==> src/rtl/assert_macros.svh <==
// ----------------------------------------------------------------------------
// Assertion macros
// Implication and next-cycle checks, clocked on clk, disabled in reset.
// ----------------------------------------------------------------------------
`ifndef ASSERT_MACROS_SVH
`define ASSERT_MACROS_SVH

`ifndef NO_ASSERTIONS

// Same-cycle implication.
`define BSF_ASSERT_IMPL(label, ante, cons, msg) \
  label: assert property (@(posedge clk) disable iff (!rst_n) (ante) |-> (cons)) \
    else $error(msg);

// Next-cycle implication.
`define BSF_ASSERT_NEXT(label, ante, cons, msg) \
  label: assert property (@(posedge clk) disable iff (!rst_n) (ante) |=> (cons)) \
    else $error(msg);

`else

`define BSF_ASSERT_IMPL(label, ante, cons, msg)
`define BSF_ASSERT_NEXT(label, ante, cons, msg)

`endif

`endif

==> src/rtl/bsf_pkg.sv <==
// ----------------------------------------------------------------------------
// Bit-stuffed byte framer package
// Shared constants, types and the byte classification function.
// ----------------------------------------------------------------------------
`timescale 1ns / 1ps

package bsf_pkg;

  localparam logic [7:0] FLAG_PATTERN = 8'h7E;
  localparam int         RUN_LIMIT    = 5;
  localparam int         QUEUE_DEPTH  = 2;

  // One classified byte: payload plus where its stuffed 0 goes.
  typedef struct packed {
    logic [7:0] data_byte;
    logic       has_stuff;
    logic [2:0] stuff_pos;
  } bsf_item_t;

  typedef struct packed {
    logic [1:0] count;
    logic       full;
  } bsf_q_stat_t;

  typedef enum logic [1:0] {
    PH_OPEN  = 2'd0,
    PH_COPY1 = 2'd1,
    PH_COPY2 = 2'd2,
    PH_CLOSE = 2'd3
  } bsf_phase_t;

  // A copy holds at most one stuffed 0: after it, at most three bits remain.
  // Find the first window of five ones in send order (MSB first).
  function automatic bsf_item_t bsf_classify(input logic [7:0] data);
    bsf_item_t item;
    logic      found;
    item.data_byte = data;
    item.has_stuff = 1'b0;
    item.stuff_pos = 3'd0;
    found          = 1'b0;
    for (int j = 8 - RUN_LIMIT; j >= 0; j--) begin
      if (!found && (&data[j +: RUN_LIMIT])) begin
        found          = 1'b1;
        item.has_stuff = 1'b1;
        item.stuff_pos = 3'(j);
      end
    end
    return item;
  endfunction

endpackage

==> src/rtl/bit_stuffed_byte_framer.sv <==
// ----------------------------------------------------------------------------
// Bit-stuffed byte framer
// Turn each input byte into an HDLC-style serial frame, one bit per beat.
// ----------------------------------------------------------------------------
// Usage:
//   Input channel (in_valid / in_stall / in_data_byte): one beat per byte.
//   Output channel (out_valid / out_stall / out_line_bit / out_frame_end):
//   one beat per line bit, sent as flag 01111110, the byte MSB first with a
//   0 stuffed after five ones, a second stuffed copy, and the flag again.
//   out_frame_end marks the last bit of the closing flag.
//   Path: a byte passes the front register, the queue and the serializer's
//   item register before its first line bit leaves the output register.
//   The serializer sends one line bit per cycle while the output does not
//   stall, and takes the next byte as the current frame ends, so frames
//   follow each other back to back when the next byte is already queued.
//   Buffering: one byte in the front register plus two in the queue, so
//   input beats keep flowing while a frame is still being sent.
//   Reset (rst_n low, synchronous) empties the front register, queue and
//   serializer; no beat is pending after it.
//   A stall on the output holds the current bit and freezes the serializer;
//   in_stall rises once the queue is full and the front register holds a byte.
// ----------------------------------------------------------------------------
`timescale 1ns / 1ps
`include "assert_macros.svh"

module bit_stuffed_byte_framer (
  input  logic       clk,
  input  logic       rst_n,
  input  logic       in_valid,
  output logic       in_stall,
  input  logic [7:0] in_data_byte,
  output logic       out_valid,
  input  logic       out_stall,
  output logic       out_line_bit,
  output logic       out_frame_end
);
  import bsf_pkg::*;

  logic        push, pop, q_valid;
  bsf_item_t   push_item, q_item;
  bsf_q_stat_t q_stat;

  // Accept and classify: locate the stuffed 0 once per byte.
  bsf_front u_front (
    .clk          (clk),
    .rst_n        (rst_n),
    .in_valid     (in_valid),
    .in_stall     (in_stall),
    .in_data_byte (in_data_byte),
    .q_stat       (q_stat),
    .push         (push),
    .push_item    (push_item)
  );

  // Decouple the front end from the serializer.
  bsf_queue u_queue (
    .clk       (clk),
    .rst_n     (rst_n),
    .push      (push),
    .push_item (push_item),
    .pop       (pop),
    .q_valid   (q_valid),
    .q_item    (q_item),
    .q_stat    (q_stat)
  );

  // Emit the frame bit by bit through the output register.
  bsf_back u_back (
    .clk           (clk),
    .rst_n         (rst_n),
    .q_valid       (q_valid),
    .q_item        (q_item),
    .pop           (pop),
    .out_valid     (out_valid),
    .out_stall     (out_stall),
    .out_line_bit  (out_line_bit),
    .out_frame_end (out_frame_end)
  );

  // The closing flag ends in 0.
  `BSF_ASSERT_IMPL(a_end_bit_zero, out_valid && out_frame_end,
                   !out_line_bit, "frame end bit not 0")
  // Queue occupancy stays within its depth.
  `BSF_ASSERT_IMPL(a_q_bound, 1'b1, q_stat.count <= 2'(QUEUE_DEPTH), "queue overflow")
  // Input backpressure only comes from a full queue.
  `BSF_ASSERT_IMPL(a_stall_full, in_stall, q_stat.full, "stall without full queue")
  // After a frame ends, the next bit sent is the opening 0 of a flag.
  `BSF_ASSERT_NEXT(a_flag_next, out_valid && out_frame_end && !out_stall,
                   !out_valid || !out_line_bit, "frame not followed by flag")

endmodule

==> src/rtl/bsf_front.sv <==
// ----------------------------------------------------------------------------
// Framer front end
// Accept input beats, classify the byte and hand it to the queue.
// ----------------------------------------------------------------------------
`timescale 1ns / 1ps

module bsf_front (
  input  logic                clk,
  input  logic                rst_n,
  input  logic                in_valid,
  output logic                in_stall,
  input  logic [7:0]          in_data_byte,
  input  bsf_pkg::bsf_q_stat_t q_stat,
  output logic                push,
  output bsf_pkg::bsf_item_t  push_item
);
  import bsf_pkg::*;

  logic      hold_valid_r, hold_valid_nxt;
  bsf_item_t hold_item_r;
  logic      accept;

  assign in_stall  = hold_valid_r && q_stat.full;
  assign accept    = in_valid && !in_stall;
  assign push      = hold_valid_r && !q_stat.full;
  assign push_item = hold_item_r;

  always_comb begin
    hold_valid_nxt = hold_valid_r;
    if (accept) begin
      hold_valid_nxt = 1'b1;
    end else if (push) begin
      hold_valid_nxt = 1'b0;
    end
  end

  always_ff @(posedge clk) begin
    if (!rst_n) begin
      hold_valid_r <= 1'b0;
    end else begin
      hold_valid_r <= hold_valid_nxt;
    end
  end

  always_ff @(posedge clk) begin
    if (accept) begin
      hold_item_r <= bsf_classify(in_data_byte);
    end
  end

endmodule

==> src/rtl/bsf_queue.sv <==
// ----------------------------------------------------------------------------
// Framer item queue
// Two-entry FIFO between the front end and the serializer.
// ----------------------------------------------------------------------------
`timescale 1ns / 1ps

module bsf_queue (
  input  logic                 clk,
  input  logic                 rst_n,
  input  logic                 push,
  input  bsf_pkg::bsf_item_t   push_item,
  input  logic                 pop,
  output logic                 q_valid,
  output bsf_pkg::bsf_item_t   q_item,
  output bsf_pkg::bsf_q_stat_t q_stat
);
  import bsf_pkg::*;

  localparam int PtrW = $clog2(QUEUE_DEPTH);

  bsf_item_t        mem_r [QUEUE_DEPTH];
  logic [PtrW-1:0]  wr_ptr_r, wr_ptr_nxt;
  logic [PtrW-1:0]  rd_ptr_r, rd_ptr_nxt;
  logic [1:0]       count_r, count_nxt;
  logic             do_push, do_pop;

  assign q_valid      = (count_r != 2'd0);
  assign q_item       = mem_r[rd_ptr_r];
  assign q_stat.count = count_r;
  assign q_stat.full  = (count_r == 2'(QUEUE_DEPTH));
  assign do_push      = push && !q_stat.full;
  assign do_pop       = pop && q_valid;

  always_comb begin
    wr_ptr_nxt = do_push ? wr_ptr_r + 1'b1 : wr_ptr_r;
    rd_ptr_nxt = do_pop  ? rd_ptr_r + 1'b1 : rd_ptr_r;
    count_nxt  = count_r;
    if (do_push && !do_pop) begin
      count_nxt = count_r + 2'd1;
    end else if (do_pop && !do_push) begin
      count_nxt = count_r - 2'd1;
    end
  end

  always_ff @(posedge clk) begin
    if (!rst_n) begin
      wr_ptr_r <= '0;
      rd_ptr_r <= '0;
      count_r  <= 2'd0;
    end else begin
      wr_ptr_r <= wr_ptr_nxt;
      rd_ptr_r <= rd_ptr_nxt;
      count_r  <= count_nxt;
    end
  end

  always_ff @(posedge clk) begin
    if (do_push) begin
      mem_r[wr_ptr_r] <= push_item;
    end
  end

endmodule

==> src/rtl/bsf_back.sv <==
// ----------------------------------------------------------------------------
// Framer serializer
// Walk flag, two stuffed copies and flag, one line bit per beat.
// ----------------------------------------------------------------------------
`timescale 1ns / 1ps

module bsf_back (
  input  logic               clk,
  input  logic               rst_n,
  input  logic               q_valid,
  input  bsf_pkg::bsf_item_t q_item,
  output logic               pop,
  output logic               out_valid,
  input  logic               out_stall,
  output logic               out_line_bit,
  output logic               out_frame_end
);
  import bsf_pkg::*;

  bsf_phase_t phase_r, phase_nxt;
  logic       active_r, active_nxt;
  logic [2:0] idx_r, idx_nxt;
  logic       pend_r, pend_nxt;
  logic       out_valid_r, out_valid_nxt;
  logic       out_line_bit_r, out_frame_end_r;
  bsf_item_t  item_r;
  logic       ready_out, step, last, adv_copy, bit_v, end_v;

  assign out_valid     = out_valid_r;
  assign out_line_bit  = out_line_bit_r;
  assign out_frame_end = out_frame_end_r;

  assign ready_out = !out_valid_r || !out_stall;
  assign step      = active_r && ready_out;
  assign last      = (phase_r == PH_CLOSE) && (idx_r == 3'd0);
  assign pop       = q_valid && (!active_r || (step && last));

  always_comb begin
    phase_nxt     = phase_r;
    active_nxt    = active_r;
    idx_nxt       = idx_r;
    pend_nxt      = pend_r;
    out_valid_nxt = out_valid_r;
    adv_copy      = 1'b0;
    bit_v         = 1'b0;
    end_v         = 1'b0;

    if (step) begin
      out_valid_nxt = 1'b1;
      case (phase_r)
        PH_OPEN: begin
          bit_v = FLAG_PATTERN[idx_r];
          if (idx_r == 3'd0) begin
            phase_nxt = PH_COPY1;
            idx_nxt   = 3'd7;
          end else begin
            idx_nxt = idx_r - 3'd1;
          end
        end
        PH_COPY1, PH_COPY2: begin
          if (pend_r) begin
            bit_v    = 1'b0;
            pend_nxt = 1'b0;
            adv_copy = 1'b1;
          end else begin
            bit_v = item_r.data_byte[idx_r];
            if (item_r.has_stuff && (idx_r == item_r.stuff_pos)) begin
              pend_nxt = 1'b1;
            end else begin
              adv_copy = 1'b1;
            end
          end
          if (adv_copy) begin
            if (idx_r == 3'd0) begin
              phase_nxt = (phase_r == PH_COPY1) ? PH_COPY2 : PH_CLOSE;
              idx_nxt   = 3'd7;
            end else begin
              idx_nxt = idx_r - 3'd1;
            end
          end
        end
        PH_CLOSE: begin
          bit_v = FLAG_PATTERN[idx_r];
          end_v = (idx_r == 3'd0);
          if (idx_r == 3'd0) begin
            active_nxt = 1'b0;
          end else begin
            idx_nxt = idx_r - 3'd1;
          end
        end
        default: begin
          active_nxt = 1'b0;
        end
      endcase
    end else if (ready_out) begin
      out_valid_nxt = 1'b0;
    end

    // Load the next byte; on the closing flag's last bit this chains frames.
    if (pop) begin
      active_nxt = 1'b1;
      phase_nxt  = PH_OPEN;
      idx_nxt    = 3'd7;
      pend_nxt   = 1'b0;
    end
  end

  always_ff @(posedge clk) begin
    if (!rst_n) begin
      phase_r     <= PH_OPEN;
      active_r    <= 1'b0;
      idx_r       <= 3'd7;
      pend_r      <= 1'b0;
      out_valid_r <= 1'b0;
    end else begin
      phase_r     <= phase_nxt;
      active_r    <= active_nxt;
      idx_r       <= idx_nxt;
      pend_r      <= pend_nxt;
      out_valid_r <= out_valid_nxt;
    end
  end

  always_ff @(posedge clk) begin
    if (pop) begin
      item_r <= q_item;
    end
    if (step) begin
      out_line_bit_r  <= bit_v;
      out_frame_end_r <= end_v;
    end
  end

endmodule

==> config.mk <==
export PLATFORM = sky130hd
export DESIGN_NAME = bit_stuffed_byte_framer
export DESIGN_NICKNAME = d
export VERILOG_FILES = /design/src/rtl/bsf_pkg.sv /design/src/rtl/bit_stuffed_byte_framer.sv /design/src/rtl/bsf_front.sv /design/src/rtl/bsf_queue.sv /design/src/rtl/bsf_back.sv
export VERILOG_INCLUDE_DIRS = /design/src /design/src/rtl
export SDC_FILE = /design/constraint.sdc
export NUM_CORES = 1
export LEC_CHECK = 0
export ABC_AREA = 1
export BUFFER_PORTS_ARGS = -buffer_cell sky130_fd_sc_hd__buf_2
export CORE_ASPECT_RATIO = 1.2
export CORE_MARGIN = 1
export CORE_UTILIZATION = 60
export DETAILED_ROUTE_END_ITERATION = 8
export PLACE_DENSITY = 0.79
export RECOVER_POWER = 50
export SLEW_MARGIN = 10
export SYNTH_ARGS = -nofsm -noshare
export SYNTH_HDL_FRONTEND = slang
export SYNTH_HIERARCHICAL = 1
export SYNTH_SLANG_ARGS = --single-unit
==> constraint.sdc <==
create_clock -name clk -period 2.5 [get_ports clk]
set_input_delay 0.375 -clock clk [delete_from_list [all_inputs] [get_ports clk]]
set_output_delay 0.375 -clock clk [all_outputs]
set_load 0.1 [all_outputs]
After elaboration in Yosys (flattened, before gate mapping)
Memories as Yosys holds them, arrays and structs flattened. A register that Yosys moved wholly into a read port is not among the register bits. Cells that the tools add are included.

Memory bits (writable): 24. ROM bits: 8. Output and inout bits: 4. Logic and storage cells: 127. Register bits after elaboration: 27. Input port bits: 12. Memories: 2.

Memories: u_queue.mem_r (depth 2, bits a word 12, rd ports 1, clocked after memory_dff 1, wr ports 1, RTL line bsf_queue.sv:21) `bsf_item_t mem_r [QUEUE_DEPTH];`; (no name shown) (depth 8, bits a word 1, rd ports 1, clocked after memory_dff 1, wr ports 0, RTL line bsf_back.sv:52) `bit_v = FLAG_PATTERN[idx_r];`.

Muxes and demuxes: 43. Order comparisons: 1. Equality and inequality tests: 9. $add $sub $neg: 5. Reductions and logical operators: 50. Bitwise operators: 1.

Operators with widths (number): two-way mux 1 bit (27); AND reduction 5 bit (5); nonzero test 2 bit (8); logical AND 1 bit (15); two-way mux 3 bit (5); two-way mux 2 bit (6); zero test 1 bit (10); case mux 3 bit (3 select lines) (1); OR reduction 2 bit (4); == test 2 bit, second input constant (3); != test 2 x 1 -> 1 bit, second input constant (3); AND reduction 3 bit (2); less-than comparator 3 x 4 -> 1 bit, second input constant (1); two-way mux 4 bit (1); case mux 2 bit (2 select lines) (1); binary-select mux 1 bit (select 3 bit) (1); == test 3 bit (1); zero test 3 bit (1); OR reduction 3 bit (1); subtractor 3 x 1 -> 3 bit, second input constant (1); adder 1 bit, second input constant (2); adder 2 x 1 -> 2 bit, second input constant (1); == test 2 x 1 -> 1 bit, second input constant (1); zero test 2 bit (1); other kinds (6) (7).

Depth between registers and ports, before layout
Gate-level depths: netlist of run 1.

Depth in word-level cells: 16. Mapped depth: 17. Mapped depth without buffers: 17.

Cells and area by module
The synthesis of run 1 kept the hierarchy.

By module, submodules not included: bsf_queue (cells an instance 74, area an instance 1152.4 µm², times used 1, seq. area each 820.8 µm²); bsf_back (cells an instance 123, area an instance 1141.1 µm², times used 1, seq. area each 600.6 µm²); bsf_front (cells an instance 40, area an instance 478.0 µm², times used 1, seq. area each 350.3 µm²).

Worst setup path after synthesis of run 1
OpenSTA, ideal clock, no wires.

Kind: flip-flop to flip-flop. Start point: register u_back.out_valid_r, in the netlist u_back/out_valid. End point: register u_queue.count_r[1]. Stages on the path, launching flop included: 14. Data arrival time: 2.278 ns. Setup time: 0.064 ns. Period minus slack after synthesis: 2.342 ns. Data required time: 2.436 ns. Path slack: 0.158 ns. Path buffers: 0. Cells stage by stage: dfxtp_1 -> nand2_1 -> nand2_1 -> nand2_1 -> nand2_2 -> inv_1 -> o21a_1 -> inv_1 -> ha_1 -> inv_1 -> nand3_1 -> nand2_1 -> inv_1 -> nor2_1.

Cells in the longest elaborated chain, start to end: 10. Elaborated cells on any way between the ends: 12. Those cells by class: mux (1); reduce/logical (11).

Ends and longest elaborated chain: start, declared (RTL line bsf_back.sv:24) `logic out_valid_r, out_valid_nxt;`; start signal, assigned (RTL line bsf_back.sv:120) `out_valid_r <= out_valid_nxt;`; zero test 1 bit (*) (RTL line bsf_back.sv:33) `assign ready_out = !out_valid_r || !out_stall;`; logical OR 1 bit (*) (RTL line bsf_back.sv:33); logical AND 1 bit (*) (RTL line bsf_back.sv:34) `assign step = active_r && ready_out;`; logical AND 1 bit (*) (RTL line bsf_back.sv:36) `assign pop = q_valid && (!active_r || (step && last));`; logical OR 1 bit (*) (RTL line bsf_back.sv:36); logical AND 1 bit (*) (RTL line bsf_back.sv:36); named net pop (RTL line bit_stuffed_byte_framer.sv:39) `logic push, pop, q_valid;`; logical AND 1 bit (*) (RTL line bsf_queue.sv:32) `assign do_pop = pop && q_valid;`; zero test 1 bit (RTL line bsf_queue.sv:38) `if (do_push && !do_pop) begin`; logical AND 1 bit (RTL line bsf_queue.sv:38); two-way mux 2 bit / nonzero test 2 bit (equally long branches); end signal, assigned (RTL line bsf_queue.sv:53) `count_r <= count_nxt;`; end, declared (RTL line bsf_queue.sv:24) `logic [1:0] count_r, count_nxt;`.

Mark *: on every way through the listed nets, which the timed path passes. The rest lies on a longest branch. A chain may end at the register's enable or synchronous reset.

Worst setup path in the final report of run 1
Start point: register u_back.idx_r[0]. End point: register u_queue.count_r[1].

Cells in the longest elaborated chain, start to end: 9. Elaborated cells on any way between the ends: 11. Those cells by class: mux (1); reduce/logical (10).

Ends and longest elaborated chain: start, declared (RTL line bsf_back.sv:22) `logic [2:0] idx_r, idx_nxt;`; start signal, assigned (RTL line bsf_back.sv:118) `idx_r <= idx_nxt;`; zero test 3 bit (*) (RTL line bsf_back.sv:35) `assign last = (phase_r == PH_CLOSE) && (idx_r == 3'd0);`; logical AND 1 bit (*) (RTL line bsf_back.sv:35); logical AND 1 bit (*) (RTL line bsf_back.sv:36); logical OR 1 bit (*) (RTL line bsf_back.sv:36); logical AND 1 bit (*) (RTL line bsf_back.sv:36); named net pop (RTL line bit_stuffed_byte_framer.sv:39); logical AND 1 bit (*) (RTL line bsf_queue.sv:32); zero test 1 bit (RTL line bsf_queue.sv:38); logical AND 1 bit (RTL line bsf_queue.sv:38); two-way mux 2 bit / nonzero test 2 bit (equally long branches).

Marked as above.

==> run metrics, run 1 <==
status=completed; post-synthesis compound-gate area fraction=under 10%; RSZ-0062 raised after global routing=no; R2R depth=16; Ys Warns=6; Synth Instances=237; Final nets=283; vias in the first global route=1723; Synth area leaders=edfxtp_1, dfxtp_1, nand2_1; GRT Util Overall=about a fifth; R2R Path End=u_queue/count_r[1]; Min-Delay Path Depth=1; Setup violations, final=0; Core Rows=26; Post-synth EDFFs=just under 50; TritonCTS clock tree=yes; Worst Setup End Kind=flop; Remaining DRCs=0; max_slew headroom=approximately three fifths; sequential share of the synthesized area=a little under two thirds; total routed wirelength=a little over 4 mm; per-cell routed wire length=between 10 and 15 µm; Async S/R FF share, synth=0%; Endpoint, Worst Hold=u_front/push_item[8]; Synth area leader=edfxtp_1; Post-DP Area=between 2000 and 3000 µm²; commonest register cell after synthesis=edfxtp_1; # Max-Cap Violations=0; clock latency on the worst-skew pair=~0.34 ns; # diodes=0; Fin. Hold Viols=0; Reg-to-Reg Start=u_back/idx_r[0]; CP Depth=16; WP data required=about 2.8 ns; count of input and output buffers=15; clock slew at reported path FFs=approximately 0.07 ns; final count of pins violating max slew=0; IO Pins=16; first-pass GRT wire length=slightly above 7 mm; Placed Cells=310; global route overflow=0; CP Class=flop to flop; FF+latch count, synth=64; met2 Resource Use GR=35.9%; Seq pwr share=between 40% and 50%; Worst-Margin Slew=0.600 ns; initial core utilization=63.6%; Max VDD drop=599 µV; share of cells above drive strength 1=around a fifth; Max H-tree Level=3; largest net degree at the start of global routing=13; PwrDens=approximately 1100 nW/µm²; Internal Pwr Total=around 2300 µW; CP peak stage delay=approximately 0.37 ns; reg2reg setup slack=approximately 0.36 ns; commonest cells in the netlist=edfxtp_1, nand2_1, inv_1, nor2_1, dfxtp_1; worst hold start=in_data_byte[4]; Die Y-Extent=76.5 µm; synthesized net count=255; synthesized area per cell=roughly 12 µm²; core footprint=4360 µm²; CTS Sinks=between 60 and 70; most common cell in the synthesized netlist=edfxtp_1; Setup TNS=0 ns; Hold-fix buffers, CTS=0; DIE AREA=4900 µm²; crit path max fanout=8; largest family of logic cells by synthesized area=simple AND/OR/NAND/NOR gates; Adder-Cell Fraction of Synth Area=under 10%; Tcrit/Tclk final=approximately 86%; initial antenna violation count=0; TritonCTS buffer count=9; Sw Ratio=around a third; gpl congestion=slightly above 0.8; busiest grt layer=met2; fin crit period=approximately 2.1 ns; Yosys top cell area share=a little over half; Switch Pwr=between 1000 and 1500 µW; Clk pwr share=approximately 28%; die width=64.0 µm; combinational power share=25.8%; Final HPWL DP=2.92 mm; Post-Synthesis Cell Area=2770 µm²; Synth cell types=32; Finished Cell Area=between 3000 and 4000 µm²; Peak Freq=~470 MHz; crit path launch type=flop; non-filler cells, final=326; DR iter-0 viols=71; CP bufs+invs=5; final design utilization=just over 70%; Post-DRT Antenna Nets=0; worst min-delay path category=primary input to flop; LEAKAGE=~0.0013 µW; total chip power=around 3400 µW; root buf cell=clkbuf_8; TritonRoute pass-1 iters=4; worst clock skew=0.00672 ns; CP max-delay cell=dfxtp_1; Clock Path Buffers=2; via count=around 1600; Vias/cell=slightly above 5; Crit path top cell by count=inv_1; critical path cell sequence=inv_2 > ha_1 > nand2_2 > nor2_4 > nand2_1 > nand2_1 > nand2_2 > inv_1 > o21a_1 > inv_1 > ha_1 > inv_1 > nand3_1 > nand2_1 > inv_1 > nor2_1; XOR/XNOR Fraction of Synth Area=0.316%; post_cts resized=0; number of post-CTS setup repair buffers=0; largest delay contributor family on the critical path=simple AND/OR/NAND/NOR gates; GR Util met1=19.9%; multiplexer area fraction after synthesis=under 10%; Worst EP arrival=around 2.4 ns; simple-gate share of the synthesized area=between 15 and 20%; P&R area growth vs syn=11.6%; grt met3 use=approximately 4.5%
-- registers in the layout, summed over array words and instances (netlist names), 2 cells and up, named ones only --
register           cells
u_queue/mem_r         24
u_back/item_r         12
u_front/push_item     11
u_back/idx_r           3
u_back/phase_r         2
u_queue/count_r        2
-- cell type report --
type	count	area (µm²)
sequential	64	1770
fill	327	1270
multi-input combinational	138	817
clock buffer	9	124
clock inverter	7	86.3
tap	56	70.1
timing repair buffer	19	95.1
inverter	33	129
-- cell usage in the layout, fill, tap and decap left out, types with 2 or more instances in the layout --
| cell type | instances |
|---|---|
| o21ai_0 | 9 |
| nand4_1 | 2 |
| nand2_1 | 46 |
| dfxtp_1 | 15 |
| nand3_2 | 3 |
| clkbuf_1 | 6 |
| nor2_4 | 3 |
| nor2_2 | 2 |
| ha_1 | 6 |
| nand3_1 | 9 |
| a21oi_1 | 7 |
| nand2_2 | 7 |
| buf_2 | 10 |
| bufinv_16 | 2 |
| clkinv_2 | 3 |
| nor2_1 | 21 |
| clkbuf_8 | 9 |
| mux2_1 | 7 |
| inv_2 | 5 |
| mux2_2 | 2 |
| inv_1 | 27 |
| mux2_4 | 3 |
| buf_4 | 3 |
| edfxtp_1 | 49 |
-- worst max path at each step --
| stage | startpoint | slack, ns | to |
|---|---|---|---|
| after detailed placement | u_back/idx_r[0] | 0.36 | u_queue/count_r[1] |
| final | u_back/idx_r[0] | 0.36 | u_queue/count_r[1] |
| after CTS | u_back/idx_r[0] | 0.37 | u_queue/count_r[1] |
| after floorplan | u_back/out_valid | 0.16 | u_queue/count_r[1] |
| after global routing | u_back/idx_r[0] | 0.11 | u_queue/count_r[1] |
| after global placement | u_back/idx_r[0] | 0.47 | u_queue/count_r[1] |
-- power by group through the flow --
| stage | combinational (µW) | sequential, µW | clock, µW |
|---|---|---|---|
| global placement | 881 | 1600 | 0 |
| floorplan | 670 | 1660 | 0 |
| CTS | 913 | 1590 | 958 |
| global route | 972 | 1610 | 1000 |
| finish | 873 | 1580 | 931 |
| detailed placement | 901 | 1610 | 0 |
-- worst register-to-register path, cell delays in order (launching register included) --
cell and delay, ns:
dfxtp_1 0.37, inv_2 0.15, ha_1 0.20, nand2_2 0.09
nor2_4 0.12, nand2_1 0.06, nand2_1 0.09, nand2_2 0.08
inv_1 0.08, o21a_1 0.15, inv_1 0.05, ha_1 0.29
inv_1 0.08, nand3_1 0.08, nand2_1 0.07, inv_1 0.04
nor2_1 0.08
-- metrics by stage --
step / setup WS [ns] / hold WS, ns
after floorplan: 0.158 / 0.421
after global placement: 0.475 / 0.422
after detailed placement: 0.359 / 0.432
after CTS: 0.366 / 0.210
after global routing: 0.114 / 0.213
final: 0.361 / 0.234
-- cell families (layout without fill, tap and decap cells) --
group                    Yosys count  in the layout
multiplexers                      12             12
XOR/XNOR                           1              1
buffers and inverters             35             68
AO/OA/AOI/OAI                     20             20
adder cells (fa/ha/maj)            6              6
other                              1              1
AND/OR/NAND/NOR                   98             98
flip-flops                        64             64
-- per-layer routing --
metal  wire length [µm]  vias up  part of all wire (%)
met5                  0        -                     0
met4                140        0                   3.4
met3                120       14                   2.9
met2               2170       33                    53
met1               1670      746                    41
li1                   -      846                     -
Power figures use the tool's default switching activity.
==> run 2, diff against run 1 <==
Settings changed: CORE_UTILIZATION 60 to 59, PLACE_DENSITY 0.79 to 0.78, SYNTH_HIERARCHICAL 1 to unset.
==> run 2 against run 1 <==
Clock skew grew 0.0013 ns. Global-route usage grew 0.35 points. Critical path depth shrank 4. Register-to-register slack is essentially flat. Largest power group unchanged. Highest routed layer unchanged.
==> run metrics, run 2 <==
Async S/R FF share, synth=0%; share of cells above drive strength 1=roughly 15%; Vias/cell=5.09; status=completed; final count of pins violating max slew=0; Max VDD drop=just over 600 µV; Hold-fix buffers, CTS=0; critical path cell sequence=inv_4 > ha_1 > nand2_4 > nor2_4 > nand2_4 > nand2_4 > nand2_1 > ha_1 > a21oi_1 > o21ai_0 > o21ai_0 > a21oi_1; Synth Instances=223; CP peak stage delay=just under 0.4 ns; Tcrit/Tclk final=86.1%; initial antenna violation count=0; max reg flops=22; max_slew headroom=between 60% and 70%; Yosys top cell area share=a little under three fifths; LEAKAGE=between 0.001 and 0.0015 µW; Crit path top cell by count=nand2_4; clock latency on the worst-skew pair=0.33 ns; Core Rows=25; Clock Path Buffers=2; TritonCTS clock tree=yes; Post-synth EDFFs=between 40 and 50; via count=1564; IO Pins=16; global route overflow=0; Post-DRT Antenna Nets=0; die width=~60 µm; commonest cells in the netlist=nand2_1, edfxtp_1, inv_1, dfxtp_1, nor2_1; Worst-Margin Slew=0.484 ns; vias in the first global route=approximately 1500; root buf cell=clkbuf_8; TritonCTS buffer count=9; Peak Freq=between 400 and 500 MHz; synthesized net count=between 200 and 250; core footprint=roughly 4000 µm²; Synth area leader=edfxtp_1; Ys Warns=0; GRT Util Overall=20.4%; DR iter-0 viols=101; per-cell routed wire length=roughly 12 µm; TritonRoute pass-1 iters=5; Max H-tree Level=3; number of post-CTS setup repair buffers=0; Worst EP arrival=2.37 ns; crit path max fanout=8; P&R area growth vs syn=12.6%; DIE AREA=roughly 4500 µm²; crit path launch type=flop; largest delay contributor family on the critical path=adder cells; Final HPWL DP=2.74 mm; Top reg by flops=u_queue.mem_r; Die Y-Extent=73.2 µm; Final nets=266; total routed wirelength=~3.8 mm; synthesized area per cell=about 11 µm²; Finished Cell Area=2800 µm²; count of input and output buffers=15; # diodes=0; largest net degree at the start of global routing=14; Synth area leaders=edfxtp_1, dfxtp_1, nand2_1; Worst Setup End Kind=flop; sequential share of the synthesized area=between 60 and 70%; Remaining DRCs=0; PwrDens=around 1100 nW/µm²; Synth cell types=23; first-pass GRT wire length=6.31 mm; CP Class=flop to flop; clock slew at reported path FFs=around 0.06 ns; CTS Sinks=60; FF+latch count, synth=60; fin crit period=approximately 2.2 ns; most common cell in the synthesized netlist=nand2_1; RSZ-0062 raised after global routing=no; Fin. Hold Viols=0; # Max-Cap Violations=0; Setup violations, final=0; Setup TNS=0 ns; CP bufs+invs=1; Post-DP Area=~2600 µm²; initial core utilization=slightly above 60%; CP max-delay cell=dfxtp_1; most common cell after layout, fill and taps aside=nand2_1; most frequent cells in the layout=nand2_1, edfxtp_1, inv_1; WP data required=2.71 ns; gpl congestion=approximately 0.80; Post-Synthesis Cell Area=about 2500 µm²; worst min-delay path category=primary input to flop; commonest register cell after synthesis=edfxtp_1; post_cts resized=0; worst clock skew=0.00804 ns
## run 2: changes by cell type after synthesis, moves of 3 or more
cell,change
nand2_4,+4
a21oi_1,+3
nand3_1,+3
nand2_1,+16
edfxtp_1,-3
mux2_4,-10
inv_2,-5
nand2_2,-7
nand3_2,-4
nor2_1,-7
## run 2: cells by family (layout without fill, tap and decap cells)
family | count (synthesis) | after routing | synth area share (%)
buf+inv | 30 | 60 | 4.77
fa+ha+maj | 6 | 6 | 3.01
flops | 60 | 60 | 66.7
compound gates | 25 | 25 | 5.78
simple gates | 99 | 99 | 18.6
xor+xnor | 3 | 3 | 1.06
## run 2: final cells by class
| type | count | area, µm² |
|---|---|---|
| inverters | 27 | 104 |
| repair buffers | 17 | 85.1 |
| fillers | 317 | 1200 |
| clock buffers | 10 | 128 |
| flip-flops and latches | 60 | 1660 |
| multi-input cells | 133 | 702 |
| well taps | 54 | 67.6 |
| clock inverters | 6 | 55.1 |
## run 2: worst reg2reg max path, cell delays in order, from the launching register on
cell and delay (ns):
dfxtp_1 0.39, inv_4 0.12, ha_1 0.22, nand2_4 0.08, nor2_4 0.15, nand2_4 0.06
nand2_4 0.07, nand2_1 0.12, ha_1 0.35, a21oi_1 0.15, o21ai_0 0.13, o21ai_0 0.15
a21oi_1 0.05
## run 2: report_power, final
| part | switching, µW | total (µW) | internal [µW] | leakage, µW |
|---|---|---|---|---|
| registers | 110 | 1440 | 1330 | 0.000550 |
| clock network | 340 | 789 | 449 | 0.0000911 |
| logic | 547 | 757 | 210 | 0.000532 |
## run 2: stage by stage
stage          worst slack [ns]  instances  total power, µW  hold WS [ns]  util [%]
3_3_place_gp              0.482        291             2200         0.423      65.9
5_1_grt                   0.136        307             3160         0.218      70.0
6_report                  0.348        307             2990         0.233      70.0
2_1_floorplan             0.214        223             2050         0.421         -
4_1_cts                   0.377        307             3020         0.220      70.4
3_5_place_dp              0.384        291             2220         0.429      65.9
## run 2: worst paths after layout
check,end,depth (start not counted),from,slack [ns]
worst max-delay path,u_queue.count_r[1],12,u_back.idx_r[0],0.35
worst min-delay path,u_front.push_item[5],1,in_data_byte[1],0.23
worst min register to register,u_queue.mem_r[1][0],0,u_front.push_item[0],0.45
worst max register to register,u_queue.count_r[1],12,u_back.idx_r[0],0.35
## run 2: metal layers
layer  part of all wire (%)  track usage, %  up-vias
met1                     41            21.1      728
met4                    2.4            13.1        0
met5                      0               0        -
met2                     53            34.7       33
met3                    3.3            6.38       11
li1                       -               -      792
==> run 3, diff against run 2 <==
Settings changed: CELL_PAD_IN_SITES_DETAIL_PLACEMENT set to 1, CELL_PAD_IN_SITES_GLOBAL_PLACEMENT set to 1, CORE_UTILIZATION 59 to 47, PLACE_DENSITY 0.78 to unset, PLACE_DENSITY_LB_ADDON set to 0.1.
==> run 3 against run 2 <==
Design area is 0.27% higher. Clock-buffer cell count unchanged. Via count is 0.26% lower. Fmax down 1.3%. Clock power increased by 0.5%. Sequential cell count unchanged. Non-clock buffer count stayed put. Register-to-register slack got worse by 0.03 ns. Die area increased by 25%. Hold slack improved by 0.013 ns. Largest cell class unchanged. Largest power group unchanged.
==> run metrics, run 3 (synthesis gave the netlist of run 2 again) <==
status=completed; root buf cell=clkbuf_8; total chip power=roughly 3000 µW; CP peak stage delay=approximately 0.4 ns; post_cts resized=0; number of post-CTS setup repair buffers=0; worst min-delay path category=primary input to flop; Worst-Margin Slew=between 0.4 and 0.5 ns; most frequent cells in the layout=nand2_1, edfxtp_1, inv_1; Remaining DRCs=0; reg2reg setup slack=between 0.3 and 0.4 ns; count of input and output buffers=15; CP max-delay cell=dfxtp_1; Final HPWL DP=between 3 and 4 mm; largest net degree at the start of global routing=14; most common cell after layout, fill and taps aside=nand2_1; P&R area growth vs syn=12.9%; Finished Cell Area=roughly 2800 µm²; Worst Setup End Kind=flop; crit path launch type=flop; Top reg by flops=u_queue.mem_r; via count=~1600; Fin. Hold Viols=0; Crit path top cell by count=nand2_4; # Max-Cap Violations=0; clock latency on the worst-skew pair=0.32 ns; max reg flops=22; RSZ-0062 raised after global routing=no; CP Class=flop to flop; WHS=between 0.2 and 0.25 ns; Final nets=about 270; worst clock skew=approximately 0.011 ns; Hold-fix buffers, CTS=0; first-pass GRT wire length=around 7.5 mm; Clock Path Buffers=2; Post-DRT Antenna Nets=0; Core Rows=28; R2R Path End=u_queue.count_r[1]; fin crit period=~2.2 ns; clock slew at reported path FFs=approximately 0.070 ns; total routed wirelength=about 4.4 mm; Setup violations, final=0; WP data required=between 2 and 3 ns; Setup TNS=0 ns; DR iter-0 viols=between 50 and 60; initial antenna violation count=0; GRT Util Overall=19.0%; R2R depth=12; IO Pins=16; final count of pins violating max slew=0; per-cell routed wire length=~14 µm; TritonCTS buffer count=9; Die Y-Extent=81.7 µm; Max H-tree Level=3; Tcrit/Tclk final=87.2%; Vias/cell=between 4 and 5; Endpoint, Worst Hold=u_front.push_item[8]; initial core utilization=between 40% and 50%; # diodes=0; Peak Freq=around 460 MHz; DIE AREA=about 5600 µm²; gpl congestion=just under 1; worst hold start=in_data_byte[4]; Reg-to-Reg Start=u_back.idx_r[0]; CTS Sinks=60; Worst EP arrival=2.38 ns; PwrDens=1070 nW/µm²; core footprint=5010 µm²; Min-Delay Path Depth=1; share of cells above drive strength 1=between 10% and 20%; critical path cell sequence=inv_4 > ha_1 > nand2_4 > nor2_4 > nand2_4 > nand2_4 > nand2_1 > ha_1 > a21oi_1 > o21ai_0 > o21ai_0 > a21oi_1; TritonCTS clock tree=yes; TritonRoute pass-1 iters=4; LEAKAGE=around 0.0012 µW; Post-DP Area=approximately 2600 µm²; max_slew headroom=67.7%; vias in the first global route=around 1700; die width=about 68 µm; Max VDD drop=484 µV; crit path max fanout=8; global route overflow=0
[run 3: cell counts in the layout (fill, tap and decap cells not counted)]
Identical to the previous run, type by type.
[run 3: worst max-delay path by stage]
| stage | from | endpoint | slack, ns | cells after the start |
|---|---|---|---|---|
| 2_1_floorplan | u_queue.count_r[0] | u_front.push_item[0] | 0.21 | 4 |
| 3_3_place_gp | u_back.idx_r[0] | u_queue.count_r[1] | 0.48 | 12 |
| 3_5_place_dp | u_back.idx_r[0] | u_queue.count_r[1] | 0.31 | 12 |
| 4_1_cts | u_back.idx_r[0] | u_queue.count_r[1] | 0.30 | 12 |
| 5_1_grt | u_back.idx_r[0] | u_queue.count_r[1] | 0.18 | 12 |
| 6_report | u_back.idx_r[0] | u_queue.count_r[1] | 0.32 | 12 |
[run 3: critical path, delay by kind of cell (launching register included)]
| family | cells | cell delay [ns] |
|---|---|---|
| AOI/OAI and AO/OA | 4 | 0.49 |
| adders and majority gates | 2 | 0.59 |
| buffers and inverters | 1 | 0.12 |
| DFF | 1 | 0.39 |
| and+or+nand+nor | 5 | 0.48 |
[run 3: metrics by stage]
stage	worst slack, ns	utilization [%]	std cells
2_1_floorplan	0.214	-	223
3_3_place_gp	0.478	52.8	297
3_5_place_dp	0.312	52.8	297
4_1_cts	0.298	56.4	313
5_1_grt	0.175	56.1	313
6_report	0.321	56.1	313
[run 3: layout make-up]
type                    count  area, µm²
clock buffers              10        128
repair buffers             17       85.1
fillers                   545       2200
well taps                  60       75.1
inverters                  27        104
clock inverters             6       55.1
flip-flops and latches     60       1660
multi-input cells         133        702
[run 3: power breakdown]
part | switching (µW) | leakage, µW | internal (µW) | total [µW]
combinational | 553 | 0.000532 | 212 | 766
clock | 343 | 0.0000911 | 450 | 793
sequential | 120 | 0.000550 | 1330 | 1450
[run 3: routing by layer]
metal  up-vias  global-route usage, %  share of wire (%)
met4         0                   8.54                2.5
li1        791                      -                  -
met5         -                      0                  0
met2        23                   35.7                 56
met3        12                   5.69                2.3
met1       734                   18.5                 39
